**src/design/assert_macros.svh**
```systemverilog
// Assertion macros for the design files; only the top level includes them.
`ifndef ASSERT_MACROS_SVH
`define ASSERT_MACROS_SVH

`ifndef SYNTHESIS
`define PRR_ASSERT_IMPLIES(label, clk, rst_n, pre, post, msg) \
  label: assert property (@(posedge clk) disable iff (!rst_n) (pre) |-> (post)) \
    else $error(msg);
`define PRR_ASSERT_NEXT(label, clk, rst_n, pre, post, msg) \
  label: assert property (@(posedge clk) disable iff (!rst_n) (pre) |=> (post)) \
    else $error(msg);
`else
`define PRR_ASSERT_IMPLIES(label, clk, rst_n, pre, post, msg)
`define PRR_ASSERT_NEXT(label, clk, rst_n, pre, post, msg)
`endif

`endif

```
**src/design/prr_pkg.sv**
```systemverilog
// Types, constants and helpers for the raw raster decoder.
package prr_pkg;

  localparam int DIM_W       = 13;
  localparam int COL_W       = 12;
  localparam int SAMPLE_W    = 16;
  localparam int HOLD_W      = 40;
  localparam int CFG_IDX_W   = 4;
  localparam int CFG_DATA_W  = 16;
  localparam int QUEUE_DEPTH = 2;
  localparam int QPTR_W      = $clog2(QUEUE_DEPTH);
  localparam int QCNT_W      = $clog2(QUEUE_DEPTH + 1);

  localparam logic [DIM_W-1:0] MAX_WIDTH  = 13'd4096;
  localparam logic [DIM_W-1:0] MAX_HEIGHT = 13'd4096;

  localparam logic [1:0] KIND_BITMAP = 2'd0;
  localparam logic [1:0] KIND_GRAY   = 2'd1;

  localparam logic [CFG_IDX_W-1:0] REG_PIXEL_KIND   = 4'd0;
  localparam logic [CFG_IDX_W-1:0] REG_IMAGE_WIDTH  = 4'd1;
  localparam logic [CFG_IDX_W-1:0] REG_IMAGE_HEIGHT = 4'd2;
  localparam logic [CFG_IDX_W-1:0] REG_SAMPLE_MAX   = 4'd3;

  typedef struct packed {
    logic [1:0]          pixel_kind;
    logic [DIM_W-1:0]    image_width;
    logic [DIM_W-1:0]    image_height;
    logic [SAMPLE_W-1:0] sample_max;
  } cfg_t;

  typedef struct packed {
    logic                is_bitmap;
    logic [2:0]          last_idx;
    logic                row_end;
    logic                image_end;
    logic [SAMPLE_W-1:0] chan_first;
    logic [SAMPLE_W-1:0] chan_second;
    logic [SAMPLE_W-1:0] chan_third;
  } entry_t;

  typedef struct packed {
    logic [SAMPLE_W-1:0] chan_first;
    logic [SAMPLE_W-1:0] chan_second;
    logic [SAMPLE_W-1:0] chan_third;
    logic                row_end;
    logic                image_end;
    logic                run_last;
  } pixel_t;

  function automatic logic [DIM_W-1:0] clamp_dim(input logic [DIM_W-1:0] v,
                                                 input logic [DIM_W-1:0] top);
    logic [DIM_W-1:0] r;
    r = v;
    if (v == '0) begin
      r = DIM_W'(1);
    end else if (v > top) begin
      r = top;
    end
    return r;
  endfunction

endpackage

```
**src/design/prr_intf.sv**
```systemverilog
// Handshake channel interfaces: raster bytes in, pixels out, register writes.
interface prr_byte_if;
  logic       valid;
  logic       ready;
  logic [7:0] data_byte;
  modport source (output valid, output data_byte, input ready);
  modport sink (input valid, input data_byte, output ready);
endinterface

interface prr_pix_if;
  logic        valid;
  logic        ready;
  logic [15:0] chan_first;
  logic [15:0] chan_second;
  logic [15:0] chan_third;
  logic        row_end;
  logic        image_end;
  logic        run_last;
  modport source (output valid, output chan_first, output chan_second, output chan_third,
                  output row_end, output image_end, output run_last, input ready);
  modport sink (input valid, input chan_first, input chan_second, input chan_third,
                input row_end, input image_end, input run_last, output ready);
endinterface

interface prr_cfg_if;
  logic        valid;
  logic        ready;
  logic [3:0]  index;
  logic [15:0] data;
  modport source (output valid, output index, output data, input ready);
  modport sink (input valid, input index, input data, output ready);
endinterface

```
**src/design/pnm_raw_raster_decoder.sv**
```systemverilog
// Top level of the raw netpbm raster decoder.
//
// Unpacks a raw PBM/PGM/PPM raster, one byte per transfer, into pixels in raster order.
// Gray and RGB bytes are taken one per cycle while the work queue is not full; the pixel
// that a byte completes passes through the work queue and the output register. A bitmap
// byte yields min(8, pixels left in the row) pixels, and the back end sends them one per
// cycle while the output is ready; the two-entry work queue holds the byte being expanded
// and one more before the input stalls. Bytes after the last pixel of the image are taken
// and dropped. Any write to one of the four defined registers restarts the image.
`include "assert_macros.svh"

module pnm_raw_raster_decoder
  import prr_pkg::*;
(
  input  logic      clk_i,
  input  logic      rst_ni,
  prr_byte_if.sink  byte_i,
  prr_pix_if.source pix_o,
  prr_cfg_if.sink   cfg_i
);

  cfg_t   cfg_q, cfg_d;
  logic   cfg_hit;
  logic   q_full, push, pop, head_valid;
  entry_t push_entry, head;
  pixel_t out_pix;

  assign cfg_i.ready = 1'b1;

  always_comb begin
    cfg_d   = cfg_q;
    cfg_hit = 1'b0;
    if (cfg_i.valid) begin
      cfg_hit = 1'b1;
      case (cfg_i.index)
        REG_PIXEL_KIND:   cfg_d.pixel_kind   = cfg_i.data[1:0];
        REG_IMAGE_WIDTH:  cfg_d.image_width  = cfg_i.data[DIM_W-1:0];
        REG_IMAGE_HEIGHT: cfg_d.image_height = cfg_i.data[DIM_W-1:0];
        REG_SAMPLE_MAX:   cfg_d.sample_max   = cfg_i.data;
        default:          cfg_hit            = 1'b0;
      endcase
    end
  end

  always_ff @(posedge clk_i or negedge rst_ni) begin
    if (!rst_ni) begin
      cfg_q.pixel_kind   <= KIND_GRAY;
      cfg_q.image_width  <= DIM_W'(1);
      cfg_q.image_height <= DIM_W'(1);
      cfg_q.sample_max   <= 16'd255;
    end else begin
      cfg_q <= cfg_d;
    end
  end

  prr_front u_front (
    .clk_i        (clk_i),
    .rst_ni       (rst_ni),
    .clear_i      (cfg_hit),
    .cfg_i        (cfg_q),
    .in_valid_i   (byte_i.valid),
    .in_byte_i    (byte_i.data_byte),
    .in_ready_o   (byte_i.ready),
    .q_full_i     (q_full),
    .push_o       (push),
    .push_entry_o (push_entry)
  );

  prr_queue u_queue (
    .clk_i        (clk_i),
    .rst_ni       (rst_ni),
    .push_i       (push),
    .push_entry_i (push_entry),
    .full_o       (q_full),
    .pop_i        (pop),
    .head_valid_o (head_valid),
    .head_o       (head)
  );

  prr_back u_back (
    .clk_i        (clk_i),
    .rst_ni       (rst_ni),
    .head_valid_i (head_valid),
    .head_i       (head),
    .pop_o        (pop),
    .out_valid_o  (pix_o.valid),
    .out_ready_i  (pix_o.ready),
    .out_pix_o    (out_pix)
  );

  assign pix_o.chan_first  = out_pix.chan_first;
  assign pix_o.chan_second = out_pix.chan_second;
  assign pix_o.chan_third  = out_pix.chan_third;
  assign pix_o.row_end     = out_pix.row_end;
  assign pix_o.image_end   = out_pix.image_end;
  assign pix_o.run_last    = out_pix.run_last;

  `PRR_ASSERT_IMPLIES(a_image_end_closes_row, clk_i, rst_ni,
    pix_o.valid && pix_o.image_end, pix_o.row_end && pix_o.run_last,
    "image end without row end and run end")
  `PRR_ASSERT_IMPLIES(a_mono_upper_zero, clk_i, rst_ni,
    pix_o.valid && (cfg_q.pixel_kind == KIND_BITMAP || cfg_q.pixel_kind == KIND_GRAY),
    pix_o.chan_second == 16'd0 && pix_o.chan_third == 16'd0,
    "green or blue set outside rgb mode")
  `PRR_ASSERT_IMPLIES(a_bitmap_one_bit, clk_i, rst_ni,
    pix_o.valid && cfg_q.pixel_kind == KIND_BITMAP, pix_o.chan_first[15:1] == 15'd0,
    "bitmap pixel wider than one bit")
  `PRR_ASSERT_NEXT(a_full_blocks_push, clk_i, rst_ni,
    q_full && !pop, !push || pop,
    "push into a full queue")

endmodule

```
**src/design/prr_front.sv**
```systemverilog
// Front end: accepts raster bytes, assembles samples, tracks position, queues work.
module prr_front
  import prr_pkg::*;
(
  input  logic       clk_i,
  input  logic       rst_ni,
  input  logic       clear_i,
  input  cfg_t       cfg_i,
  input  logic       in_valid_i,
  input  logic [7:0] in_byte_i,
  output logic       in_ready_o,
  input  logic       q_full_i,
  output logic       push_o,
  output entry_t     push_entry_o
);

  logic [HOLD_W-1:0] hold_q, hold_d;
  logic [2:0]        phase_q, phase_d;
  logic [COL_W-1:0]  col_q, col_d;
  logic [COL_W-1:0]  row_q, row_d;
  logic              done_q, done_d;

  logic [DIM_W-1:0]  w, h, left, row_next;
  logic [3:0]        bit_cnt, pix_cnt, need;
  logic              is_bitmap, wide, complete, row_last, img_last, take;
  logic [47:0]       v;

  always_comb begin
    w         = clamp_dim(cfg_i.image_width, MAX_WIDTH);
    h         = clamp_dim(cfg_i.image_height, MAX_HEIGHT);
    left      = w - DIM_W'(col_q);
    bit_cnt   = (left < DIM_W'(8)) ? left[3:0] : 4'd8;
    is_bitmap = (cfg_i.pixel_kind == KIND_BITMAP);
    wide      = (cfg_i.sample_max > 16'hFF);
    if (cfg_i.pixel_kind == KIND_GRAY) begin
      need = wide ? 4'd2 : 4'd1;
    end else begin
      need = wide ? 4'd6 : 4'd3;
    end
    v        = {hold_q, in_byte_i};
    complete = ({1'b0, phase_q} + 4'd1) >= need;
    pix_cnt  = is_bitmap ? bit_cnt : 4'd1;
    row_last = left <= DIM_W'(pix_cnt);
    row_next = DIM_W'(row_q) + DIM_W'(1);
    img_last = row_last && (row_next >= h);
  end

  assign in_ready_o = done_q || !q_full_i;
  assign take       = in_valid_i && in_ready_o && !done_q;
  assign push_o     = take && (is_bitmap || complete);

  always_comb begin
    push_entry_o.is_bitmap = is_bitmap;
    push_entry_o.last_idx  = is_bitmap ? 3'(bit_cnt - 4'd1) : 3'd0;
    push_entry_o.row_end   = row_last;
    push_entry_o.image_end = img_last;
    push_entry_o.chan_second = '0;
    push_entry_o.chan_third  = '0;
    if (is_bitmap) begin
      push_entry_o.chan_first = {8'h00, in_byte_i};
    end else if (cfg_i.pixel_kind == KIND_GRAY) begin
      push_entry_o.chan_first = wide ? v[15:0] : {8'h00, v[7:0]};
    end else if (wide) begin
      push_entry_o.chan_first  = v[47:32];
      push_entry_o.chan_second = v[31:16];
      push_entry_o.chan_third  = v[15:0];
    end else begin
      push_entry_o.chan_first  = {8'h00, v[23:16]};
      push_entry_o.chan_second = {8'h00, v[15:8]};
      push_entry_o.chan_third  = {8'h00, v[7:0]};
    end
  end

  always_comb begin
    hold_d  = hold_q;
    phase_d = phase_q;
    col_d   = col_q;
    row_d   = row_q;
    done_d  = done_q;
    if (clear_i) begin
      hold_d  = '0;
      phase_d = '0;
      col_d   = '0;
      row_d   = '0;
      done_d  = 1'b0;
    end else if (take) begin
      if (!is_bitmap) begin
        if (complete) begin
          hold_d  = '0;
          phase_d = '0;
        end else begin
          hold_d  = v[HOLD_W-1:0];
          phase_d = phase_q + 3'd1;
        end
      end
      if (push_o) begin
        if (row_last) begin
          col_d = '0;
          if (img_last) begin
            done_d = 1'b1;
            row_d  = '0;
          end else begin
            row_d = row_q + COL_W'(1);
          end
        end else begin
          col_d = col_q + COL_W'(pix_cnt);
        end
      end
    end
  end

  always_ff @(posedge clk_i or negedge rst_ni) begin
    if (!rst_ni) begin
      hold_q  <= '0;
      phase_q <= '0;
      col_q   <= '0;
      row_q   <= '0;
      done_q  <= 1'b0;
    end else begin
      hold_q  <= hold_d;
      phase_q <= phase_d;
      col_q   <= col_d;
      row_q   <= row_d;
      done_q  <= done_d;
    end
  end

endmodule

```
**src/design/prr_queue.sv**
```systemverilog
// Short work queue between the front end and the pixel sequencer.
module prr_queue
  import prr_pkg::*;
(
  input  logic   clk_i,
  input  logic   rst_ni,
  input  logic   push_i,
  input  entry_t push_entry_i,
  output logic   full_o,
  input  logic   pop_i,
  output logic   head_valid_o,
  output entry_t head_o
);

  entry_t            mem_q [QUEUE_DEPTH];
  logic [QPTR_W-1:0] wr_q, rd_q;
  logic [QCNT_W-1:0] cnt_q;
  logic              do_pop;

  assign full_o       = (cnt_q == QCNT_W'(QUEUE_DEPTH));
  assign head_valid_o = (cnt_q != '0);
  assign head_o       = mem_q[rd_q];
  assign do_pop       = pop_i && head_valid_o;

  always_ff @(posedge clk_i) begin
    if (push_i) begin
      mem_q[wr_q] <= push_entry_i;
    end
  end

  always_ff @(posedge clk_i or negedge rst_ni) begin
    if (!rst_ni) begin
      wr_q  <= '0;
      rd_q  <= '0;
      cnt_q <= '0;
    end else begin
      if (push_i) begin
        wr_q <= (wr_q == QPTR_W'(QUEUE_DEPTH - 1)) ? '0 : wr_q + QPTR_W'(1);
      end
      if (do_pop) begin
        rd_q <= (rd_q == QPTR_W'(QUEUE_DEPTH - 1)) ? '0 : rd_q + QPTR_W'(1);
      end
      if (push_i && !do_pop) begin
        cnt_q <= cnt_q + QCNT_W'(1);
      end else if (do_pop && !push_i) begin
        cnt_q <= cnt_q - QCNT_W'(1);
      end
    end
  end

endmodule

```
**src/design/prr_back.sv**
```systemverilog
// Back end: expands queued work into pixels, one per cycle while the output is ready, into the output register.
module prr_back
  import prr_pkg::*;
(
  input  logic   clk_i,
  input  logic   rst_ni,
  input  logic   head_valid_i,
  input  entry_t head_i,
  output logic   pop_o,
  output logic   out_valid_o,
  input  logic   out_ready_i,
  output pixel_t out_pix_o
);

  logic [2:0] idx_q, idx_d;
  logic       valid_q, valid_d;
  pixel_t     pix_q, pix_d;
  logic       load, last;

  assign load  = head_valid_i && (!valid_q || out_ready_i);
  assign last  = (idx_q == head_i.last_idx);
  assign pop_o = load && last;

  always_comb begin
    pix_d.chan_first  = head_i.chan_first;
    pix_d.chan_second = head_i.chan_second;
    pix_d.chan_third  = head_i.chan_third;
    if (head_i.is_bitmap) begin
      pix_d.chan_first = {15'd0, head_i.chan_first[3'd7 - idx_q]};
    end
    pix_d.row_end   = last && head_i.row_end;
    pix_d.image_end = last && head_i.image_end;
    pix_d.run_last  = last;
  end

  always_comb begin
    idx_d   = idx_q;
    valid_d = valid_q;
    if (load) begin
      valid_d = 1'b1;
      idx_d   = last ? 3'd0 : idx_q + 3'd1;
    end else if (out_ready_i) begin
      valid_d = 1'b0;
    end
  end

  always_ff @(posedge clk_i) begin
    if (load) begin
      pix_q <= pix_d;
    end
  end

  always_ff @(posedge clk_i or negedge rst_ni) begin
    if (!rst_ni) begin
      idx_q   <= '0;
      valid_q <= 1'b0;
    end else begin
      idx_q   <= idx_d;
      valid_q <= valid_d;
    end
  end

  assign out_valid_o = valid_q;
  assign out_pix_o   = pix_q;

endmodule

```
**src/flat_wrapper.sv**
```systemverilog
// flat-port wrapper written by rule: the top's interface ports become plain ports
module pnm_raw_raster_decoder_flat import prr_pkg::*;
  (clk_i, rst_ni, byte_i_valid, byte_i_data_byte, byte_i_ready, pix_o_valid, pix_o_chan_first, pix_o_chan_second, pix_o_chan_third, pix_o_row_end, pix_o_image_end, pix_o_run_last, pix_o_ready, cfg_i_valid, cfg_i_index, cfg_i_data, cfg_i_ready);
  prr_byte_if byte_i_i ();
  prr_pix_if pix_o_i ();
  prr_cfg_if cfg_i_i ();
  input  logic clk_i;
  input  logic rst_ni;
  input wire logic [$bits(byte_i_i.valid)-1:0] byte_i_valid;
  input wire logic [$bits(byte_i_i.data_byte)-1:0] byte_i_data_byte;
  output wire logic [$bits(byte_i_i.ready)-1:0] byte_i_ready;
  output wire logic [$bits(pix_o_i.valid)-1:0] pix_o_valid;
  output wire logic [$bits(pix_o_i.chan_first)-1:0] pix_o_chan_first;
  output wire logic [$bits(pix_o_i.chan_second)-1:0] pix_o_chan_second;
  output wire logic [$bits(pix_o_i.chan_third)-1:0] pix_o_chan_third;
  output wire logic [$bits(pix_o_i.row_end)-1:0] pix_o_row_end;
  output wire logic [$bits(pix_o_i.image_end)-1:0] pix_o_image_end;
  output wire logic [$bits(pix_o_i.run_last)-1:0] pix_o_run_last;
  input wire logic [$bits(pix_o_i.ready)-1:0] pix_o_ready;
  input wire logic [$bits(cfg_i_i.valid)-1:0] cfg_i_valid;
  input wire logic [$bits(cfg_i_i.index)-1:0] cfg_i_index;
  input wire logic [$bits(cfg_i_i.data)-1:0] cfg_i_data;
  output wire logic [$bits(cfg_i_i.ready)-1:0] cfg_i_ready;
  assign byte_i_i.valid = byte_i_valid;
  assign byte_i_i.data_byte = byte_i_data_byte;
  assign byte_i_ready = byte_i_i.ready;
  assign pix_o_valid = pix_o_i.valid;
  assign pix_o_chan_first = pix_o_i.chan_first;
  assign pix_o_chan_second = pix_o_i.chan_second;
  assign pix_o_chan_third = pix_o_i.chan_third;
  assign pix_o_row_end = pix_o_i.row_end;
  assign pix_o_image_end = pix_o_i.image_end;
  assign pix_o_run_last = pix_o_i.run_last;
  assign pix_o_i.ready = pix_o_ready;
  assign cfg_i_i.valid = cfg_i_valid;
  assign cfg_i_i.index = cfg_i_index;
  assign cfg_i_i.data = cfg_i_data;
  assign cfg_i_ready = cfg_i_i.ready;
  pnm_raw_raster_decoder u_core (.clk_i(clk_i), .rst_ni(rst_ni), .byte_i(byte_i_i), .pix_o(pix_o_i), .cfg_i(cfg_i_i));
endmodule
```
**config.mk**
```make
export PLATFORM = sky130hd
export DESIGN_NAME = pnm_raw_raster_decoder_flat
export DESIGN_NICKNAME = d
export VERILOG_FILES = /design/src/design/prr_pkg.sv /design/src/design/prr_intf.sv /design/src/design/pnm_raw_raster_decoder.sv /design/src/design/prr_front.sv /design/src/design/prr_queue.sv /design/src/design/prr_back.sv /design/src/flat_wrapper.sv
export VERILOG_INCLUDE_DIRS = /design/src /design/src/design
export SDC_FILE = /design/constraint.sdc
export NUM_CORES = 1
export LEC_CHECK = 0
export BUFFER_PORTS_ARGS = -buffer_cell sky130_fd_sc_hd__buf_2
export CAP_MARGIN = 30
export CORE_MARGIN = 2
export CORE_UTILIZATION = 40
export CTS_CLUSTER_SIZE = 30
export DETAILED_ROUTE_END_ITERATION = 12
export PLACE_DENSITY = 0.55
export SYNTH_ARGS = -nofsm -noshare
export SYNTH_HDL_FRONTEND = slang
export SYNTH_SLANG_ARGS = --single-unit
```
**constraint.sdc**
```tcl
create_clock -name clk_i -period 5.8 [get_ports clk_i]
set_clock_uncertainty 0.05 [all_clocks]
set_input_delay 0 -clock clk_i [delete_from_list [all_inputs] [get_ports clk_i]]
set_output_delay 0 -clock clk_i [all_outputs]
set_load 0.01 [all_outputs]
```
==> run summary, run 1 <==
For the worst-skew pair, the clock arrives at the later sink with an insertion delay of 0.56 ns. The total number of H-tree levels was 1; the number of cells traversed by the worst register-to-register path was 20. In the final layout, the multi-input gates occupy 4572 um2. For the count of filler cells inserted in the layout, the log shows 2744.

Counting instances in the post-synthesis netlist gives the leading cell types as edfxtp_1, dfrtp_1, nand2_1, mux2_2, nor2_1. The tools report the number of slew-limit violations in the final report as 0. Along the worst path, the maximum fanout reaches 9. For this design the total switching power over the nets is 2.292 mW. Clock tree synthesis selected as its root buffer the cell clkbuf_16. The logs give 32500 um2 for the area of the die and 61.00% for the sequential-to-total area share from yosys stat. The time the worst path needs with I/O delays and setup works out to 5.379 ns. For the max-capacitance violation count, the log shows 0.

Number of global-route vias before repair: 7797. TritonCTS built the clock tree. In this run the biggest area consumer among cell types represents 38.42% of the synthesized area.

The critical path arrival came out at 5.77 ns. The count of cells along the worst hold path works out to 4. Setup repair after global routing left no endpoint under its margin. Derived from the worst setup path, the maximum achievable clock frequency is 185.9 MHz. The worst setup path is captured at a flop. edfxtp_1 takes more of the synthesized area than any other cell. The routed design uses 12.98 mm of met2 wire.

The internal power consumption is 4.811 mW. The path with the worst hold slack has its endpoint at u_core.cfg_q[43]. Dividing the final minimum period by the clock period gives 92.73%. The tools report the buffer depth of the longest clock path as 3. In this run the post-CTS setup repair buffer count came out at 0. By area the synthesized netlist is led by edfxtp_1, dfrtp_1, mux2_2. Net switching is 32.27% of the power.

Setup violations remaining at the end of the flow were counted as 0. From bottom edge to top edge, the die measures 180.3 um. After legalization and detailed placement, the total HPWL measured 17.60 mm. The initial utilization of the core area, before any placement, comes to 40.63%. In this run, distinct cell masters in the synthesized netlist total 59. The run gives 69 as the pin count of the biggest net entering global routing. Reg-to-reg endpoint: u_core.u_front.row_q[0]. The number of buffers created by CTS was 29; the count of buffers inserted at the top-level ports was 85. For this run, design rule violations remaining after detail routing come to 0. For the number of endpoints with negative hold slack in the final report, the log shows 0. The critical path is of the reg2reg type. The worst hold slack is 0.1146 ns, and the horizontal die dimension is 180.3 um.

The run gives 0.2516 mV as the peak ir drop on the vdd network. The total number of nets in the final design was 1159; the sequential cell area was 7582 um2. The logs give 42.41 mm for the wire length of the first global-routing pass and 16.14% for the total routing usage reported by global routing. The number of routed nets with antenna violations was 0; the share of synthesized registers carrying an async set or reset was 41.33%. Headroom to the max-slew limit came out at 39.53%. The flow ran to the end, and the final reports show no timing, DRC or antenna violations.

The placer's final routability congestion estimate was 0.8314. The most frequent cell after synthesis was edfxtp_1. For this block, the routed nets add up to 26.86 mm of wire. Synthesis produced 963 cells. The floorplan core area is 30590 um2, and the number of enable flip-flop cells after synthesis is 159.

The floorplan has 64 rows. The total negative setup slack is 0 ns. In this run, the number of DRC markers left after iteration 0 of detailed routing was 495. For the combinational fraction of design power, the log shows 29.7%. Kind of start point of the critical path: a flop. The initial antenna violation count is 0. The transition time at the pin with the least slew margin is 0.9071 ns, and the vias after detailed routing is 7913. The per-instance average area after synthesis was 12.91 um2; the number of synthesized register bits was 271. The critical register-to-register path startpoint was u_core.cfg_q[30].

Summing every instance area after synthesis gives 12430 um2. Yosys synthesis warning count: 0. The hold path startpoint was cfg_i_valid.

The tree built by TritonCTS fans out to 271 sinks. Highest metal layer with signal wires: met4. Compared with the post-synthesis result, the final layout area differs by 18.47%. Cell area power density: 482.4 nW/um2.

The prevailing post-synth register cell was edfxtp_1. The tools report the remaining global-route overflow as 0. The clock transition at the register clock pins on the worst setup and hold paths after CTS was 0.06 ns; the number of placed I/O pins was 87. The number of nets in the synthesized netlist is 1038. The first detailed-routing pass took 7 iterations. Cells with a size suffix above 1 make up 22.58% of the layout. Sequential cells account for 42.9% of the total power. The class of the most critical hold timing path was in2reg. The met3 wire length is 1.142 mm. 0 antenna diodes ended up in the layout. In this run, the clock network consumes 27.4% of the power.

Setup slack on the worst reg-to-reg path comes out at 0.42 ns. The leakage power is 6.123 nW. Post-route met1 wirelength: 12.10 mm.

Data on the critical path is required at its endpoint by 6.19 ns. Average wire length per cell after detail routing: 17.87 um. The vias per cell was 5.265.
-- metal layers --
| metal | global-route usage, % | up-vias |
|---|---|---|
| met1 | 22.04 | 3898 |
| met4 | 4.258 | 0 |
| met2 | 26.81 | 171 |
| met5 | 0 | - |
| li1 | - | 3800 |
| met3 | 2.708 | 44 |
-- cell type report --
class	instances	area share, %
Clock buffer	36	5.243
Clock inverter	18	1.615
Inverter	30	0.7648
Multi-Input combinational cell	614	31.05
Sequential cell	271	51.50
Tap cell	396	3.365
Timing Repair Buffer	138	6.467
-- critical path, stage by stage (launching register included) --
cell and delay, ns:
dfrtp_1 0.39, nor4_1 0.29, a31oi_1 0.10, or2_2 0.29
ha_1 0.19, inv_1 0.10, fa_1 0.28, nand3_2 0.11
a211oi_2 0.22, mux2i_1 0.11, o221a_1 0.25, or4_4 0.56
nor4b_2 0.37, nand2_1 0.12, ha_1 0.31, nand4_1 0.10
a31oi_1 0.17, a211oi_1 0.09, or4_4 0.55, and2_2 0.30
mux2_2 0.29
-- cells by family after synthesis --
| kind of cell | count (synthesis) | share of synthesized area, % |
|---|---|---|
| adder cells (fa/ha/maj) | 42 | 4.349 |
| buffers and inverters | 78 | 2.597 |
| flip-flops | 271 | 61.00 |
| multiplexers | 100 | 9.282 |
| AND/OR/NAND/NOR | 281 | 11.24 |
| AO/OA/AOI/OAI | 161 | 9.464 |
| XOR/XNOR | 29 | 2.044 |
| other | 1 | 0.03017 |
-- power groups by stage --
stage	sequential [mW]	combinational, mW	clock (mW)
2_1_floorplan	3.07	1.44	0
3_3_place_gp	3.08	2.07	0
3_5_place_dp	3.09	2.11	0
4_1_cts	3.06	2.14	1.99
5_1_grt	3.11	2.34	2.07
6_report	3.05	2.11	1.94
-- placed cells by master (no fill, tap or decap), types with 28 or more instances in the layout --
cell type and n:
a22o_1 50, buf_2 84, clkbuf_16 29, dfrtp_1 108, dlygate4sd3_1 36, edfxtp_1 159
ha_1 40, inv_1 28, mux2_2 72, nand2_1 81, nor2_1 62
-- how the worst max path moves through the flow --
stage                                 from                      end  depth (start not counted)
after floorplan           u_core.cfg_q[41]  u_core.u_front.row_q[0]                         22
after global placement    u_core.cfg_q[30]  u_core.u_front.row_q[0]                         20
after detailed placement  u_core.cfg_q[30]  u_core.u_front.row_q[0]                         20
after CTS                 u_core.cfg_q[30]  u_core.u_front.row_q[0]                         20
after global routing      u_core.cfg_q[30]  u_core.u_front.col_q[8]                         26
final                     u_core.cfg_q[30]  u_core.u_front.row_q[0]                         20
-- state kept, by name, indices dropped and copies added, names as in the netlist --
signal and count:
u_core.u_back.idx_q 3, u_core.u_front.done_q 1, u_core.u_front.hold_q 40, u_core.u_front.phase_q 3, u_core.u_queue.cnt_q 2, u_core.u_back.out_valid_o 1
u_core.cfg_q 36, u_core.u_front.row_q 12, u_core.u_queue.mem_q 108, u_core.u_queue.wr_q 1, u_core.u_back.out_pix_o 51, u_core.u_queue.rd_q 1
u_core.u_front.col_q 12
-- what timing repair did --
action / in CTS / in global routing
endpoints found under the hold margin: 127 / 0
hold buffers: 37 / 0
resized for setup: 0 / 3
endpoints found under the setup margin: 0 / 20
-- metrics by stage --
step	utilization, %	cell area, um2	total power, mW	cells	worst slack (ns)
5_1_grt	48.13	14720	7.520	1503	0.03135
3_5_place_dp	43.55	13320	5.199	1412	0.1864
6_report	48.13	14720	7.103	1503	0.4214
2_1_floorplan	-	12430	4.506	963	0.4943
4_1_cts	48.10	14710	7.188	1503	0.1623
3_3_place_gp	43.43	13280	5.149	1410	0.3805
(Power assumes the default switching activity.)
==> inputs of run 2 (changes only) <==
--- a/config.mk
+++ b/config.mk
@@ -7,11 +7,13 @@
 export NUM_CORES = 1
 export LEC_CHECK = 0
-export BUFFER_PORTS_ARGS = -buffer_cell sky130_fd_sc_hd__buf_2
+export BUFFER_PORTS_ARGS = -buffer_cell sky130_fd_sc_hd__buf_4
 export CAP_MARGIN = 30
+export CELL_PAD_IN_SITES_DETAIL_PLACEMENT = 1
+export CELL_PAD_IN_SITES_GLOBAL_PLACEMENT = 1
 export CORE_MARGIN = 2
 export CORE_UTILIZATION = 40
 export CTS_CLUSTER_SIZE = 30
 export DETAILED_ROUTE_END_ITERATION = 12
-export PLACE_DENSITY = 0.55
+export PLACE_DENSITY = 0.64
 export SYNTH_ARGS = -nofsm -noshare
 export SYNTH_HDL_FRONTEND = slang
==> constraint.sdc (replaced) <==
create_clock -name clk_i -period 5.8 [get_ports clk_i]
set_clock_uncertainty 0.05 [all_clocks]
set_input_delay 0.58 -clock clk_i [delete_from_list [all_inputs] [get_ports clk_i]]
set_output_delay 0.58 -clock clk_i [all_outputs]
set_load 0.01 [all_outputs]
==> run 2 against run 1 <==
- cell count is 2.4% lower
- first-iteration DRC count is 36% lower
- worst hold slack worse by 0.046 ns
- flip-flop and latch count stayed put
- non-clock buffer count is 38 lower
- critical path type unchanged
- largest cell class unchanged
==> run summary, run 2 (synthesis results as in run 1) <==
The max-capacitance violation count was 0 (unchanged). The share of the cycle needed by the critical path after routing was 93.75% (+1.0 points). The time the worst path needs with I/O delays and setup works out to 5.437 ns (+0.05882 ns).

Transition time at the pin with the least slew margin: 0.8771 ns (-0.02993 ns). The clock transition at the register clock pins on the worst setup and hold paths after CTS is 0.07 ns (about the same), and the total negative setup slack is 0 ns (unchanged). The vias per cell was 5.372 (+2.0%). The tools report the wire length of the first global-routing pass as 45.91 mm (+8.2%).

Number of flip-flops in the largest register: 108 (unchanged). The count of filler cells inserted in the layout was 3131 (+14%). For the leakage power, the log shows 6.065 nW (-0.94%). The insertion delay to the later sink of the worst-skew pair was 0.58 ns (+0.02 ns). The class of the most critical hold timing path was in2async. The maximum clock frequency was 183.9 MHz (-1.1%); the antenna cell count was 0 (unchanged). The clock sink count is 271 (unchanged), and the number of buffers added for setup after CTS is 0 (unchanged). The worst setup path is launched from a flop. The peak ir drop on the vdd network is 0.2810 mV (+12%), and the number of routed nets with antenna violations is 0 (unchanged).

The count of routing violations after the opening detailed-route iteration is 318 (-36%). The tools report the detailed placement HPWL as 19.53 mm (+11%). The category of the critical setup timing path is reg2reg. For the final core area utilization, the log shows 47.87% (-0.27 points). The logs give 40.63% (unchanged) for the effective utilization at floorplan and 41.40% (+1.9 points) for the max-slew headroom at the worst pin. The run gives 0.36 ns (-0.06 ns) as the register-to-register setup slack.

The run gives 1 (unchanged) as the total number of H-tree levels. The number of optimization iterations in the first detailed-route pass came out at 4 (-3). Setup repair after global routing left no endpoint under its margin. The area of the die is 32500 um2 (unchanged), and the horizontal die dimension is 180.3 um (unchanged).

In this run the critical register-to-register path is launched from u_core.cfg_q[30]. The initial antenna violation count is 0 (unchanged). The number of buffers created by CTS was 30 (+3.4%); the number of slew-limit violations in the final report was 0 (unchanged). For the total design power, the log shows 7.311 mW (+2.9%). The run gives 87 (unchanged) as the number of placed I/O pins. Floorplan die height: 180.3 um (unchanged). The run gives 0.06866 ns (-0.04592 ns) as the worst hold slack.

The number of cells traversed by the worst register-to-register path works out to 20 (unchanged). The run gives 0 (unchanged) as the number of setup violations in the final report. The count of buffers inserted at the top-level ports is 85 (unchanged), and the critical path arrival is 5.85 ns (+0.08 ns).

The area of all placed cells without fillers is 14640 um2 (-0.55%), and the total number of nets in the final design is 1122 (-3.2%). The tools report the number of endpoints with negative hold slack in the final report as 0 (unchanged). The run gives 0.8308 (about the same) as the placer's final routability congestion estimate.

The register containing the most flip-flops in the final layout is u_core.u_queue.mem_q. The tools report the cell area after placement as 13520 um2 (+1.5%). The endpoint type of the worst setup path is a flop. The cell area power density is 499.3 nW/um2 (+3.5%). The tools report the root buffer cell as clkbuf_16.

For the total routed wirelength, the log shows 28.24 mm (+5.1%). The pin count of the biggest net entering global routing came out at 65 (-5.8%). The floorplan core area was 30590 um2 (unchanged). The reg-to-reg endpoint is u_core.u_front.row_q[0]. The placement row count was 64 (unchanged). The largest fanout on the critical path works out to 9 (unchanged). The required time at the endpoint of the critical path is 6.21 ns (+0.02 ns).

Share of layout cells above drive strength 1: 23.62% (+1.0 points). In the layout the commonest cells are edfxtp_1, dfrtp_1, buf_4. The area growth from synthesis to final layout is 17.82%.

The logs give 0 (unchanged) for the remaining global-route overflow and 0 (unchanged) for the DRC violations left. The flow ran to the end, and the final reports show no timing, DRC or antenna violations. The run gives 3 (unchanged) as the buffer depth of the longest clock path. The run gives 7880 (-0.42%) as the vias after detailed routing. For the number of global-route vias before repair, the log shows 8316 (+6.7%). The total routing usage reported by global routing is 17.47% (+1.3 points), and the average wire length per cell after detail routing is 19.25 um (+7.7%). TritonCTS built the clock tree. Leaving out fill and tap cells, the most frequent cell in the layout is edfxtp_1.
-- run 2: cell types whose count changed in the layout (fill, tap and decap cells not counted), sizes merged --
cell         previous run  this run
clkbuf                 36        44
clkinvlp                4         3
inv                    31        32
buf                   102       100
dlygate4sd3            36         0
clkinv                  8         3
bufinv                  5         4
-- run 2: per-layer routing --
layer	share of wire [%]	vias to the layer above	track usage, %
met4	2.3	0	4.000
met2	51	123	31.63
li1	-	3710	-
met1	43	4004	22.19
met3	3.2	43	2.365
met5	0	-	0
-- run 2: per-stage QoR --
step                      instances  setup WS (ns)
after floorplan                 963         0.4943
after detailed placement       1411         0.1599
final                          1467         0.3626
after global routing           1467       0.004743
after CTS                      1467         0.1212
after global placement         1409         0.3495
-- run 2: layout make-up --
| cell class | instances | area [um2] | area share, % |
|---|---|---|---|
| clock inverters | 12 | 201.4 | 1.376 |
| inverters | 30 | 112.6 | 0.7690 |
| well taps | 396 | 495.5 | 3.384 |
| flip-flops and latches | 271 | 7582 | 51.78 |
| clock buffers | 44 | 894.6 | 6.110 |
| multi-input cells | 614 | 4586 | 31.32 |
| repair buffers | 100 | 770.7 | 5.264 |
-- run 2: worst max-delay path by stage --
stage	start	endpoint	slack [ns]
after floorplan	u_core.cfg_q[41]	u_core.u_front.row_q[0]	0.49
after global placement	u_core.cfg_q[34]	u_core.u_front.row_q[0]	0.35
after detailed placement	u_core.cfg_q[34]	u_core.u_front.row_q[0]	0.16
after CTS	u_core.cfg_q[34]	u_core.u_front.row_q[0]	0.12
after global routing	u_core.cfg_q[34]	u_core.u_front.col_q[8]	0.005
final	u_core.cfg_q[30]	u_core.u_front.row_q[0]	0.36
-- run 2: worst max-delay path, cell delays in order (launching register included) --
cell	delay [ns]
dfrtp_1	0.41
nor4_2	0.30
a31oi_1	0.10
or2_2	0.29
ha_1	0.19
inv_1	0.11
fa_1	0.27
nand3_2	0.11
a211oi_2	0.20
mux2i_1	0.10
o221a_1	0.24
or4_4	0.56
nor4b_2	0.36
nand2_1	0.14
ha_1	0.31
nand4_1	0.07
a31oi_1	0.16
a211oi_1	0.09
or4_1	0.64
and2_2	0.33
mux2_2	0.28
-- run 2: what timing repair did --
item | 4_1_cts | 5_1_grt
resized for setup | 0 | 5
hold buffers | 0 | 0
setup endpoints to repair | 0 | 24
-- run 2: power by group --
part           switching, mW  internal (mW)  leakage [nW]
clock network          0.793           1.25         0.524
registers              0.340           2.73          2.96
logic                   1.21          0.977          2.58
